File: src/hw/rtl/gtrm_pkg.sv
package gtrm_pkg;

  localparam int GRID_ROWS = 16;
  localparam int GRID_COLS = 16;
  localparam int CODE_BITS = 6;

  localparam int CELLS  = GRID_ROWS * GRID_COLS;
  localparam int ROW_W  = (GRID_ROWS > 1) ? $clog2(GRID_ROWS) : 1;
  localparam int COL_W  = (GRID_COLS > 1) ? $clog2(GRID_COLS) : 1;
  localparam int ADDR_W = (CELLS > 1) ? $clog2(CELLS) : 1;
  localparam int W_W    = $clog2(GRID_COLS + 1);
  localparam int H_W    = $clog2(GRID_ROWS + 1);

  localparam logic [ROW_W-1:0] ROW_LAST = ROW_W'(GRID_ROWS - 1);
  localparam logic [COL_W-1:0] COL_LAST = COL_W'(GRID_COLS - 1);

  localparam logic [1:0] STATUS_LOADED = 2'd0;
  localparam logic [1:0] STATUS_RECT   = 2'd1;
  localparam logic [1:0] STATUS_NONE   = 2'd2;

  localparam logic MODE_LOAD = 1'b0;

  typedef struct packed {
    logic [CODE_BITS-1:0] code;
    logic                 solid;
  } cell_t;

  typedef struct packed {
    logic              en;
    logic [ADDR_W-1:0] addr;
    cell_t             data;
  } grid_wr_t;

  function automatic logic [ADDR_W-1:0] cell_addr(input logic [ROW_W-1:0] row,
                                                  input logic [COL_W-1:0] col);
    logic [ADDR_W-1:0] base;
    base = ADDR_W'(ADDR_W'(row) * ADDR_W'(GRID_COLS));
    return ADDR_W'(base + ADDR_W'(col));
  endfunction

endpackage

File: src/hw/rtl/gtrm_grid_ram.sv
module gtrm_grid_ram (
  input  logic                      clk,
  input  gtrm_pkg::grid_wr_t        wr,
  input  logic [gtrm_pkg::ADDR_W-1:0] rd_addr,
  output gtrm_pkg::cell_t           rd_data
);
  import gtrm_pkg::*;

  cell_t mem [CELLS];

  always_ff @(posedge clk) begin
    if (wr.en) begin
      mem[wr.addr] <= wr.data;
    end
  end

  always_ff @(posedge clk) begin
    rd_data <= mem[rd_addr];
  end

endmodule

File: src/hw/rtl/greedy_tile_rect_mesher_top.sv
// Greedy rectangle mesher over a 16 x 16 grid of tile codes. A load item within the grid writes
// one cell (code, solid flag), clears its meshed mark and restarts the scan. A fetch item walks
// the grid in raster order one cell per cycle past meshed cells, then grows the rectangle right
// and then down, reading each compared cell in a read state before comparing it in a compare
// state because the single read port of the grid memory returns registered data, and finally
// marks the rectangle one cell per cycle. Once the scan has finished, a fetch returns status 2.
// One item is in work at a time; the result sits in an output register, and simple_floor is
// written through the cfg channel; the user must write it only while the block is idle, as
// the block does not enforce this.
module greedy_tile_rect_mesher_top (
  input  logic       clk,
  input  logic       rst,
  input  logic       in_valid,
  output logic       in_stall,
  input  logic       mode,
  input  logic [3:0] cell_row,
  input  logic [3:0] cell_col,
  input  logic [5:0] cell_code,
  input  logic       cell_solid,
  output logic       out_valid,
  input  logic       out_stall,
  output logic [1:0] status,
  output logic [3:0] rect_row,
  output logic [3:0] rect_col,
  output logic [4:0] rect_width,
  output logic [4:0] rect_height,
  output logic [5:0] rect_code,
  output logic       rect_solid,
  output logic       needs_texture,
  input  logic       cfg_valid,
  output logic       cfg_ready,
  input  logic       cfg_data
);
  import gtrm_pkg::*;

  localparam logic [3:0] S_IDLE = 4'd0;
  localparam logic [3:0] S_SCAN = 4'd1;
  localparam logic [3:0] S_REF  = 4'd2;
  localparam logic [3:0] S_WRD  = 4'd3;
  localparam logic [3:0] S_WCMP = 4'd4;
  localparam logic [3:0] S_HRD  = 4'd5;
  localparam logic [3:0] S_HCMP = 4'd6;
  localparam logic [3:0] S_MARK = 4'd7;
  localparam logic [3:0] S_DONE = 4'd8;

  logic [3:0]       state;
  logic             simple_floor;
  logic [CELLS-1:0] meshed;
  logic [ROW_W-1:0] scan_row;
  logic [COL_W-1:0] scan_col;
  logic             scan_end;
  logic [ROW_W-1:0] cur_row;
  logic [COL_W-1:0] cur_col;
  logic [W_W-1:0]   w;
  logic [H_W-1:0]   h;
  logic [W_W-1:0]   ccount;
  logic [H_W-1:0]   rcount;
  cell_t            ref_cell;
  logic [1:0]       res_status;
  logic [ROW_W-1:0] res_row;
  logic [COL_W-1:0] res_col;

  grid_wr_t          grid_wr;
  logic [ADDR_W-1:0] scan_addr;
  logic [ADDR_W-1:0] cur_addr;
  logic [ADDR_W-1:0] rd_addr;
  cell_t             rd_data;
  logic              in_xfer;
  logic              out_free;
  logic              load_in_range;
  logic              probe_eq;

  assign scan_addr = cell_addr(scan_row, scan_col);
  assign cur_addr  = cell_addr(cur_row, cur_col);
  assign rd_addr   = (state == S_SCAN) ? scan_addr : cur_addr;

  assign in_stall  = (state != S_IDLE);
  assign in_xfer   = in_valid && !in_stall;
  assign out_free  = !out_valid || !out_stall;
  assign cfg_ready = 1'b1;

  assign load_in_range = ({3'b0, cell_row} < 7'(GRID_ROWS)) &&
                         ({3'b0, cell_col} < 7'(GRID_COLS));

  always_comb begin
    grid_wr.en         = in_xfer && (mode == MODE_LOAD) && load_in_range;
    grid_wr.addr       = cell_addr(ROW_W'(cell_row), COL_W'(cell_col));
    grid_wr.data.code  = CODE_BITS'(cell_code);
    grid_wr.data.solid = cell_solid;
  end

  // a probed cell joins when it matches the start cell and is still free
  assign probe_eq = (rd_data == ref_cell) && !meshed[cur_addr];

  gtrm_grid_ram u_grid (
    .clk     (clk),
    .wr      (grid_wr),
    .rd_addr (rd_addr),
    .rd_data (rd_data)
  );

  always_ff @(posedge clk) begin
    if (rst) begin
      simple_floor <= 1'b0;
    end else if (cfg_valid && cfg_ready) begin
      simple_floor <= cfg_data;
    end
  end

  always_ff @(posedge clk) begin
    if (rst) begin
      state      <= S_IDLE;
      meshed     <= '0;
      scan_row   <= '0;
      scan_col   <= '0;
      scan_end   <= 1'b0;
      res_status <= STATUS_LOADED;
    end else begin
      case (state)
        S_IDLE: begin
          if (in_xfer) begin
            if (mode == MODE_LOAD) begin
              if (load_in_range) begin
                meshed[grid_wr.addr] <= 1'b0;
                scan_row <= '0;
                scan_col <= '0;
                scan_end <= 1'b0;
              end
              res_status <= STATUS_LOADED;
              state      <= S_DONE;
            end else begin
              state <= S_SCAN;
            end
          end
        end
        S_SCAN: begin
          if (scan_end) begin
            res_status <= STATUS_NONE;
            state      <= S_DONE;
          end else if (meshed[scan_addr]) begin
            if (scan_col == COL_LAST) begin
              scan_col <= '0;
              if (scan_row == ROW_LAST) begin
                scan_end <= 1'b1;
              end else begin
                scan_row <= scan_row + 1'b1;
              end
            end else begin
              scan_col <= scan_col + 1'b1;
            end
          end else begin
            state <= S_REF;
          end
        end
        S_REF: begin
          ref_cell <= rd_data;
          w        <= W_W'(1);
          h        <= H_W'(1);
          ccount   <= W_W'(1);
          rcount   <= H_W'(1);
          if (scan_col != COL_LAST) begin
            cur_row <= scan_row;
            cur_col <= scan_col + 1'b1;
            state   <= S_WRD;
          end else if (scan_row != ROW_LAST) begin
            cur_row <= scan_row + 1'b1;
            cur_col <= scan_col;
            state   <= S_HRD;
          end else begin
            cur_row <= scan_row;
            cur_col <= scan_col;
            state   <= S_MARK;
          end
        end
        S_WRD: begin
          state <= S_WCMP;
        end
        S_WCMP: begin
          if (probe_eq) begin
            w <= w + 1'b1;
          end
          if (probe_eq && (cur_col != COL_LAST)) begin
            cur_col <= cur_col + 1'b1;
            state   <= S_WRD;
          end else if (scan_row != ROW_LAST) begin
            cur_row <= scan_row + 1'b1;
            cur_col <= scan_col;
            ccount  <= W_W'(1);
            state   <= S_HRD;
          end else begin
            cur_row <= scan_row;
            cur_col <= scan_col;
            ccount  <= W_W'(1);
            state   <= S_MARK;
          end
        end
        S_HRD: begin
          state <= S_HCMP;
        end
        S_HCMP: begin
          if (!probe_eq) begin
            cur_row <= scan_row;
            cur_col <= scan_col;
            ccount  <= W_W'(1);
            state   <= S_MARK;
          end else if (ccount != w) begin
            cur_col <= cur_col + 1'b1;
            ccount  <= ccount + 1'b1;
            state   <= S_HRD;
          end else begin
            // full run in this row, the rectangle grows down by one
            h      <= h + 1'b1;
            ccount <= W_W'(1);
            if (cur_row != ROW_LAST) begin
              cur_row <= cur_row + 1'b1;
              cur_col <= scan_col;
              state   <= S_HRD;
            end else begin
              cur_row <= scan_row;
              cur_col <= scan_col;
              state   <= S_MARK;
            end
          end
        end
        S_MARK: begin
          meshed[cur_addr] <= 1'b1;
          if (ccount != w) begin
            cur_col <= cur_col + 1'b1;
            ccount  <= ccount + 1'b1;
          end else if (rcount != h) begin
            cur_row <= cur_row + 1'b1;
            cur_col <= scan_col;
            ccount  <= W_W'(1);
            rcount  <= rcount + 1'b1;
          end else begin
            res_status <= STATUS_RECT;
            res_row    <= scan_row;
            res_col    <= scan_col;
            // scan resumes one past the start cell
            if (scan_col == COL_LAST) begin
              scan_col <= '0;
              if (scan_row == ROW_LAST) begin
                scan_end <= 1'b1;
              end else begin
                scan_row <= scan_row + 1'b1;
              end
            end else begin
              scan_col <= scan_col + 1'b1;
            end
            state <= S_DONE;
          end
        end
        S_DONE: begin
          if (out_free) begin
            state <= S_IDLE;
          end
        end
        default: begin
          state <= S_IDLE;
        end
      endcase
    end
  end

  always_ff @(posedge clk) begin
    if (rst) begin
      out_valid <= 1'b0;
    end else if ((state == S_DONE) && out_free) begin
      out_valid <= 1'b1;
    end else if (!out_stall) begin
      out_valid <= 1'b0;
    end
  end

  always_ff @(posedge clk) begin
    if ((state == S_DONE) && out_free) begin
      status <= res_status;
      if (res_status == STATUS_RECT) begin
        rect_row      <= 4'(res_row);
        rect_col      <= 4'(res_col);
        rect_width    <= 5'(w);
        rect_height   <= 5'(h);
        rect_code     <= 6'(ref_cell.code);
        rect_solid    <= ref_cell.solid;
        needs_texture <= !(simple_floor && !ref_cell.solid);
      end else begin
        rect_row      <= '0;
        rect_col      <= '0;
        rect_width    <= '0;
        rect_height   <= '0;
        rect_code     <= '0;
        rect_solid    <= 1'b0;
        needs_texture <= 1'b0;
      end
    end
  end

`ifndef SYNTH
  a_busy_after_accept: assert property (@(posedge clk) disable iff (rst)
    in_xfer |=> (state != S_IDLE))
    else $error("block idle right after accepting an item");

  a_rect_nonempty: assert property (@(posedge clk) disable iff (rst)
    (out_valid && (status == STATUS_RECT)) |-> ((rect_width != 5'd0) && (rect_height != 5'd0)))
    else $error("returned rectangle has zero size");

  a_other_zero: assert property (@(posedge clk) disable iff (rst)
    (out_valid && (status != STATUS_RECT)) |-> ((rect_width == 5'd0) && (rect_height == 5'd0)))
    else $error("non-rectangle result carries a size");

  a_mark_bounds: assert property (@(posedge clk) disable iff (rst)
    (state == S_MARK) |-> ((ccount <= w) && (rcount <= h)))
    else $error("marking runs past the rectangle");
`endif

endmodule

File: config.mk
export PLATFORM = sky130hd
export DESIGN_NAME = greedy_tile_rect_mesher_top
export DESIGN_NICKNAME = d
export VERILOG_FILES = /design/src/hw/rtl/gtrm_pkg.sv /design/src/hw/rtl/gtrm_grid_ram.sv /design/src/hw/rtl/greedy_tile_rect_mesher_top.sv
export SDC_FILE = /design/constraint.sdc
export NUM_CORES = 2
export LEC_CHECK = 0
export ABC_AREA = 0
export BUFFER_PORTS_ARGS = -buffer_cell sky130_fd_sc_hd__buf_2
export CELL_PAD_IN_SITES_DETAIL_PLACEMENT = 0
export CELL_PAD_IN_SITES_GLOBAL_PLACEMENT = 1
export CORE_MARGIN = 5
export CORE_UTILIZATION = 59
export DETAILED_ROUTE_END_ITERATION = 7
export PLACE_DENSITY = 0.84
export SYNTH_ARGS = -nofsm -noshare
export SYNTH_HDL_FRONTEND = slang
export SYNTH_SLANG_ARGS = --single-unit
File: constraint.sdc
create_clock -name clk -period 7.5 [get_ports clk]
set_clock_uncertainty 0.05 [all_clocks]
set_input_delay 1.5 -clock clk [delete_from_list [all_inputs] [get_ports clk]]
set_output_delay 1.5 -clock clk [all_outputs]
set_load 0.02 [all_outputs]
# Yosys cells after proc, flatten, opt, wreduce, memory -nomap -nowiden
# Memory sizes are Yosys's and may differ from the RTL's. A register that Yosys moved wholly into a read port is not among the register bits.
# Cells that the tools add are included.
# W data, S select, Z words.
[word_totals]
reg_bits = 344
ram_bits = 1792
inputBits = 22
output_inout_bits = 31
wordCells = 215
mem_count = 1
[memory_table]
columns = ["name", "words", "width", "rd", "rd_ports_with_merged_regs", "write_ports", "line", "source"]
rows = [
  ["u_grid.mem", 256, 7, 1, 1, 1, "gtrm_grid_ram.sv:9", "cell_t mem [CELLS];"],
]
[classes]
addsub = 11
n_lt_le_gt_ge = 5
n_eq_ne = 37
n_mux = 92
n_bitwise = 7
reduce_logical = 36
[op_table]
columns = ["operator", "count"]
rows = [
  ["$mux W256", 2],
  ["$pmux W256 S2", 1],
  ["$and A256 B256 Y256", 1],
  ["$not A256 Y256", 1],
  ["$or A256 B256 Y256", 1],
  ["$mux W4", 34],
  ["$mux W5", 10],
  ["$pmux W4 S9", 1],
  ["$pmux W4 S4", 2],
  ["$pmux W5 S2", 3],
  ["$ne A2 B2 Y1 const B", 14],
  ["$lt A8 B9 Y1 const B", 3],
  ["$add A8 B4 Y8", 3],
  ["$pmux W4 S3", 2],
  ["$add A5 B1 Y5 const B", 4],
  ["$pmux W5 S4", 1],
  ["$mux W1", 18],
  ["$mux W2", 9],
  ["$add A4 B1 Y4 const B", 4],
  ["$bmux W1 S8", 2],
  ["$demux W1 S8", 2],
  ["$eq A4 B3 Y1 const B", 4],
  ["$ge A8 B1 Y1 const B", 2],
  ["$ne A4 B4 Y1 const B", 4],
  ["other kinds (26)", 60],
]

# Logic depth before layout (Yosys ltp)
[depth]
word_depth = 10
mapped_depth = 14
ltp_nobuf = 8

# Cells and area by module
# Synthesis repeated with hierarchy kept, for this count alone.
[unflattened]
cells_unflattened = 5441
hier_area_um2 = 89249.3
[by_module_without_submodules]
columns = ["mod", "instances", "cells_each", "area_per_inst_um2", "seq_area_each_um2"]
rows = [
  ["gtrm_grid_ram", 1, 3381, 70197.3, 53951.7],
  ["greedy_tile_rect_mesher_top", 1, 2060, 19052.0, 7597.3],
]

# Least setup slack after synthesis
# OpenSTA, ideal clock, no wires.
[synth_timing]
path_type = "register -> register"
from = "register cur_col[0]"
to = "register h[0] (enable)"
setup_ps = 374
arrival_time_ps = 3425
required_time_ps = 7076
setup_slack_ps = 3651
path_stages_with_launch = 15
n_path_buf = 6
period_less_slack_ps = 3849
cell_sequence = "edfxtp_1 > buf_4 > buf_4 > buf_2 > buf_4 > buf_2 > mux2_2 > a2bb2oi_1 > nand4_1 > nand4_1 > nand4_1 > a21oi_1 > buf_2 > nor2_1 > nor3_1"
[synth_via]
elab_chain_cells = 7
[synth_lines]
columns = ["element", "line", "source"]
rows = [
  ["start, declared", "greedy_tile_rect_mesher_top.sv:53", "logic [COL_W-1:0] cur_col;"],
  ["start signal, assigned", "greedy_tile_rect_mesher_top.sv:163", "cur_col <= scan_col + 1'b1;"],
  ["start signal, assigned", "greedy_tile_rect_mesher_top.sv:167", "cur_col <= scan_col;"],
  ["start signal, assigned", "greedy_tile_rect_mesher_top.sv:171", "cur_col <= scan_col;"],
  ["$add A8 B4 Y8", "gtrm_pkg.sv:38", "return ADDR_W'(base + ADDR_W'(col));"],
  ["$bmux W1 S8", "greedy_tile_rect_mesher_top.sv:93", "assign probe_eq = (rd_data == ref_cell) && !meshed[cur_addr];"],
  ["$mux W1 (not written as such)", "greedy_tile_rect_mesher_top.sv:93", ""],
  ["$logic_not A1 Y1", "greedy_tile_rect_mesher_top.sv:93", ""],
  ["$logic_and A1 B1 Y1", "greedy_tile_rect_mesher_top.sv:93", ""],
  ["$ne A2 B2 Y1 (no line)", "-", ""],
  ["$reduce_and A4 Y1 (no line)", "-", ""],
  ["end signal, assigned", "greedy_tile_rect_mesher_top.sv:212", "h <= h + 1'b1;"],
  ["end, declared", "greedy_tile_rect_mesher_top.sv:55", "logic [H_W-1:0] h;"],
]
# Every way passes these cells. The select of a mux whose other input is x is not followed.
# A chain may end at the register's enable or synchronous reset.

# Worst setup path in the final report
[layout_timing]
from = "register state[0]"
to = "register u_grid.rd_data[3] (netlist name)"
[layout_via]
elab_chain_cells = 2
[layout_lines]
columns = ["element", "line", "source"]
rows = [
  ["start, declared", "greedy_tile_rect_mesher_top.sv:46", "logic [3:0] state;"],
  ["start signal, assigned", "greedy_tile_rect_mesher_top.sv:112", "state <= S_IDLE;"],
  ["start signal, assigned", "greedy_tile_rect_mesher_top.sv:130", "state <= S_DONE;"],
  ["start signal, assigned", "greedy_tile_rect_mesher_top.sv:132", "state <= S_SCAN;"],
  ["$eq A4 B1 Y1", "greedy_tile_rect_mesher_top.sv:75", "assign rd_addr = (state == S_SCAN) ? scan_addr : cur_addr;"],
  ["$mux W8", "greedy_tile_rect_mesher_top.sv:75", ""],
]
# Every way passes these cells.

==> impl_results.md <==
- Worst-path maximum fanout: 63
- Maximum clock insertion buffer count: 3
- First-pass GRT wire length: 350300 µm
- Synth Instances: 5305
- Area taken by multi-input logic gates: 25700 µm²
- Gpl congestion: 0.9649
- FFs w/ async S/R, synth: 0%
- Crit path buf inv count: 3
- Final hold vios: 0
- Most used cell, CP: buf_12
- Post-synthesis register bit count: 2143
- Worst-margin pin slew: 1.402 ns
- Vias in the first global route: 50402
- Port Buffers: 51
- Slowest stage delay, CP: 0.99 ns
- Post-Route WL: 239300 µm
- Cell with the most instances after synthesis: edfxtp_1
- Die area: 158100 µm²
- Post-Syn Area: 88670 µm²
- Slew Viols, Final: 0
- CTS tree: done
- # Post-CTS Setup Buffers: 0
- Initial antenna violation count: 10
- Leakage: 30.47 nW
- # DRC: 0
- Fmax: 183.6 MHz
- Initial Util: 59.27%
- PnR worst setup slack: 2.053 ns
- EDFF count, synth: 1863
- Hold Startpoint: meshed[102]
- Max-Cap Viols: 0
- Worst-path cell chain: nor4b_4 > buf_4 > mux2i_4 > buf_12 > buf_12 > mux4_2 > mux2_2 > o211ai_1 > a41oi_1 > or4_1
- Hold Buf Count CTS: 0
- FF/Latch Area: 61560 µm²
- VDD IR max: 0.2624 mV
- Post_cts resized: 0
- Cell depth of the worst setup path: 10
- TritonCTS Buffers: 206
- Clock share of power: 40.2%
- GR Util All Layers: 30.41%
- Worst path slowest cell: mux2i_4
- Register area share after synthesis: 69.41%
- Final Setup Violations: 0
- DP Wirelength: 141300 µm
- Pin count of the biggest net entering global routing: 161
- Status: completed
- First-pass DRT Iterations: 6
- Most area-hungry cell type in the Yosys netlist: edfxtp_1
- Crit path time final: 5.447 ns
- Share of post-route cells with drive strength above 1: 21.83%
- Hold_ws: 0.4362 ns
- R2r startpoint: state[0]
- Worst min path class: reg -> reg
- Synthesized area per cell: 16.71 µm²
- Die Wd: 397.7 µm
- Clock latency at the later pin of the worst-skew pair: 0.83 ns
- Final ANT Viol Nets: 0
- CP delay by family, top: multiplexers
- H-tree depth: 4
- Combinational Power Share: 8.6%
- Main synth FF type: edfxtp_1
- Share of the synthesized area in the top cell type: 63.09%
- Nets: 5343
- Via count: 51497
- CTS clk-pin slew, worst paths: 0.06 ns
- Unrepaired setup endpoints after global routing: false
- CP Launch Type: flip-flop
- Pint: 19.66 mW
- Hold Path Cell Cnt: 2
- Switch share: 23.10%
- Reg2reg path depth: 10
- Synth top cells by count: 1863 x edfxtp_1, 562 x mux4_2, 449 x nand2_1
- Largest cells by area after synthesis: edfxtp_1 63%, mux4_2 14%, dfxtp_1 6.3%
- Cell variety after synth: 71
- First DRT Iteration DRCs: 6940
- GRT overflow: 0
- Fillers: 9981
- Area growth syn-to-layout: 10.61%
- TNS Setup: 0 ns
- Reg2Reg Setup Slack: 2.05 ns
- Post-Syn Nets: 5342
- Worst reg2reg path endpoint: u_grid.rd_data[3]
- P_sw: 5.906 mW
- Vias per inst: 6.866
- Worst Hold Path EP: meshed[102]
- Arr. time, crit path: 6.10 ns
- CP endpoint kind: flip-flop
- PwrDens: 260.7 nW/µm²
- Die Y: 397.7 µm
- Dpl ws: 2.012 ns
- Tcrit/Tclk final: 72.63%
- WS Path Type: reg -> reg
- CTS sink count: 2143
- Wirelength per Cell: 31.91 µm
- CORE AREA: 149600 µm²
- Yosys warning count: 0
- Core Rows: 142
- Clock Tree Root: clkbuf_16
- Flop pwr share: 51.1%
- CP Data Required Time: 8.16 ns
- Total I/O pin count: 53
- Slew headroom: 6.450%
[logic make-up after synthesis]
logic type	synth area share, %
adders and majority gates	0.2117
and+or+nand+nor	4.925
DFF	69.41
buffers and inverters	1.840
other	0.004229
muxes	17.70
AOI/OAI and AO/OA	5.558
xor gates and xnor gates	0.3457
[area by class of cell]
cell class | count | share of cell area, %
flip-flops and latches | 2143 | 62.77
multi-input cells | 2755 | 26.20
diodes | 5 | 0.01276
clock inverters | 111 | 1.156
clock buffers | 270 | 5.663
inverters | 22 | 0.08420
well taps | 2016 | 2.572
repair buffers | 178 | 1.546
[power groups by stage]
stage,logic (mW),clock network (mW),registers [mW]
floorplan,1.40,0,13.3
global placement,2.16,0,13.3
detailed placement,2.19,0,13.3
CTS,2.20,10.4,13.1
global route,2.32,10.9,13.1
finish,2.20,10.3,13.1
[sequential cells by signal, summed over array words and instances, names as in the netlist, 5 cells and up]
name,cells
ccount,5
h,5
meshed,256
rcount,5
rect_code,6
rect_height,5
rect_width,5
ref_cell,7
u_grid.mem,1792
u_grid.rd_data,7
w,5
[metrics by stage]
step / total power [mW] / instances / util (%) / area (µm²)
global placement: 15.49 / 7114 / 61.08 / 91380
CTS: 25.63 / 7495 / 65.55 / 98060
floorplan: 14.69 / 5305 / - / 88670
global route: 26.30 / 7498 / 65.56 / 98070
detailed placement: 15.52 / 7114 / 61.08 / 91380
finish: 25.56 / 7500 / 65.56 / 98080
[routing by layer]
layer  global-route usage, %  vias to the layer above  routed length (µm)
met5                       0                        -                  41
met4                   13.52                        6               12320
met3                   6.043                      677               24530
met2                   46.18                     3288              111400
met1                   43.58                    26447               90970
li1                        -                    21079                   -
[tightest hold or removal path, cell delays in order (launching register included)]
cell and delay (ns):
dfxtp_1 0.31, o21ai_0 0.07, a21oi_1 0.06
[layout by cell type, fill, tap and decap left out, types with 21 or more instances in the layout]
cell type and instances:
edfxtp_1 1863, mux4_2 562, nand2_1 445, nor2_1 338, a21oi_1 289, o21ai_0 279, dfxtp_1 277, clkbuf_16 210
mux2i_1 157, mux2_2 127, o211ai_1 120, buf_4 108, clkbuf_1 52, nand3_1 51, clkinv_1 44, buf_2 43
and2_1 38, a41oi_1 31, clkinv_2 31, nand4_1 28, nor2b_1 21
[worst max path at each step]
stage / startpoint / end
3_5_place_dp: mode / u_grid.mem[161][5]
6_report: state[0] / u_grid.rd_data[3]
2_1_floorplan: cur_col[0] / h[0]
4_1_cts: state[0] / u_grid.rd_data[4]
5_1_grt: state[0] / u_grid.rd_data[1]
3_3_place_gp: mode / u_grid.mem[161][5]
(Power assumes the default switching activity.)
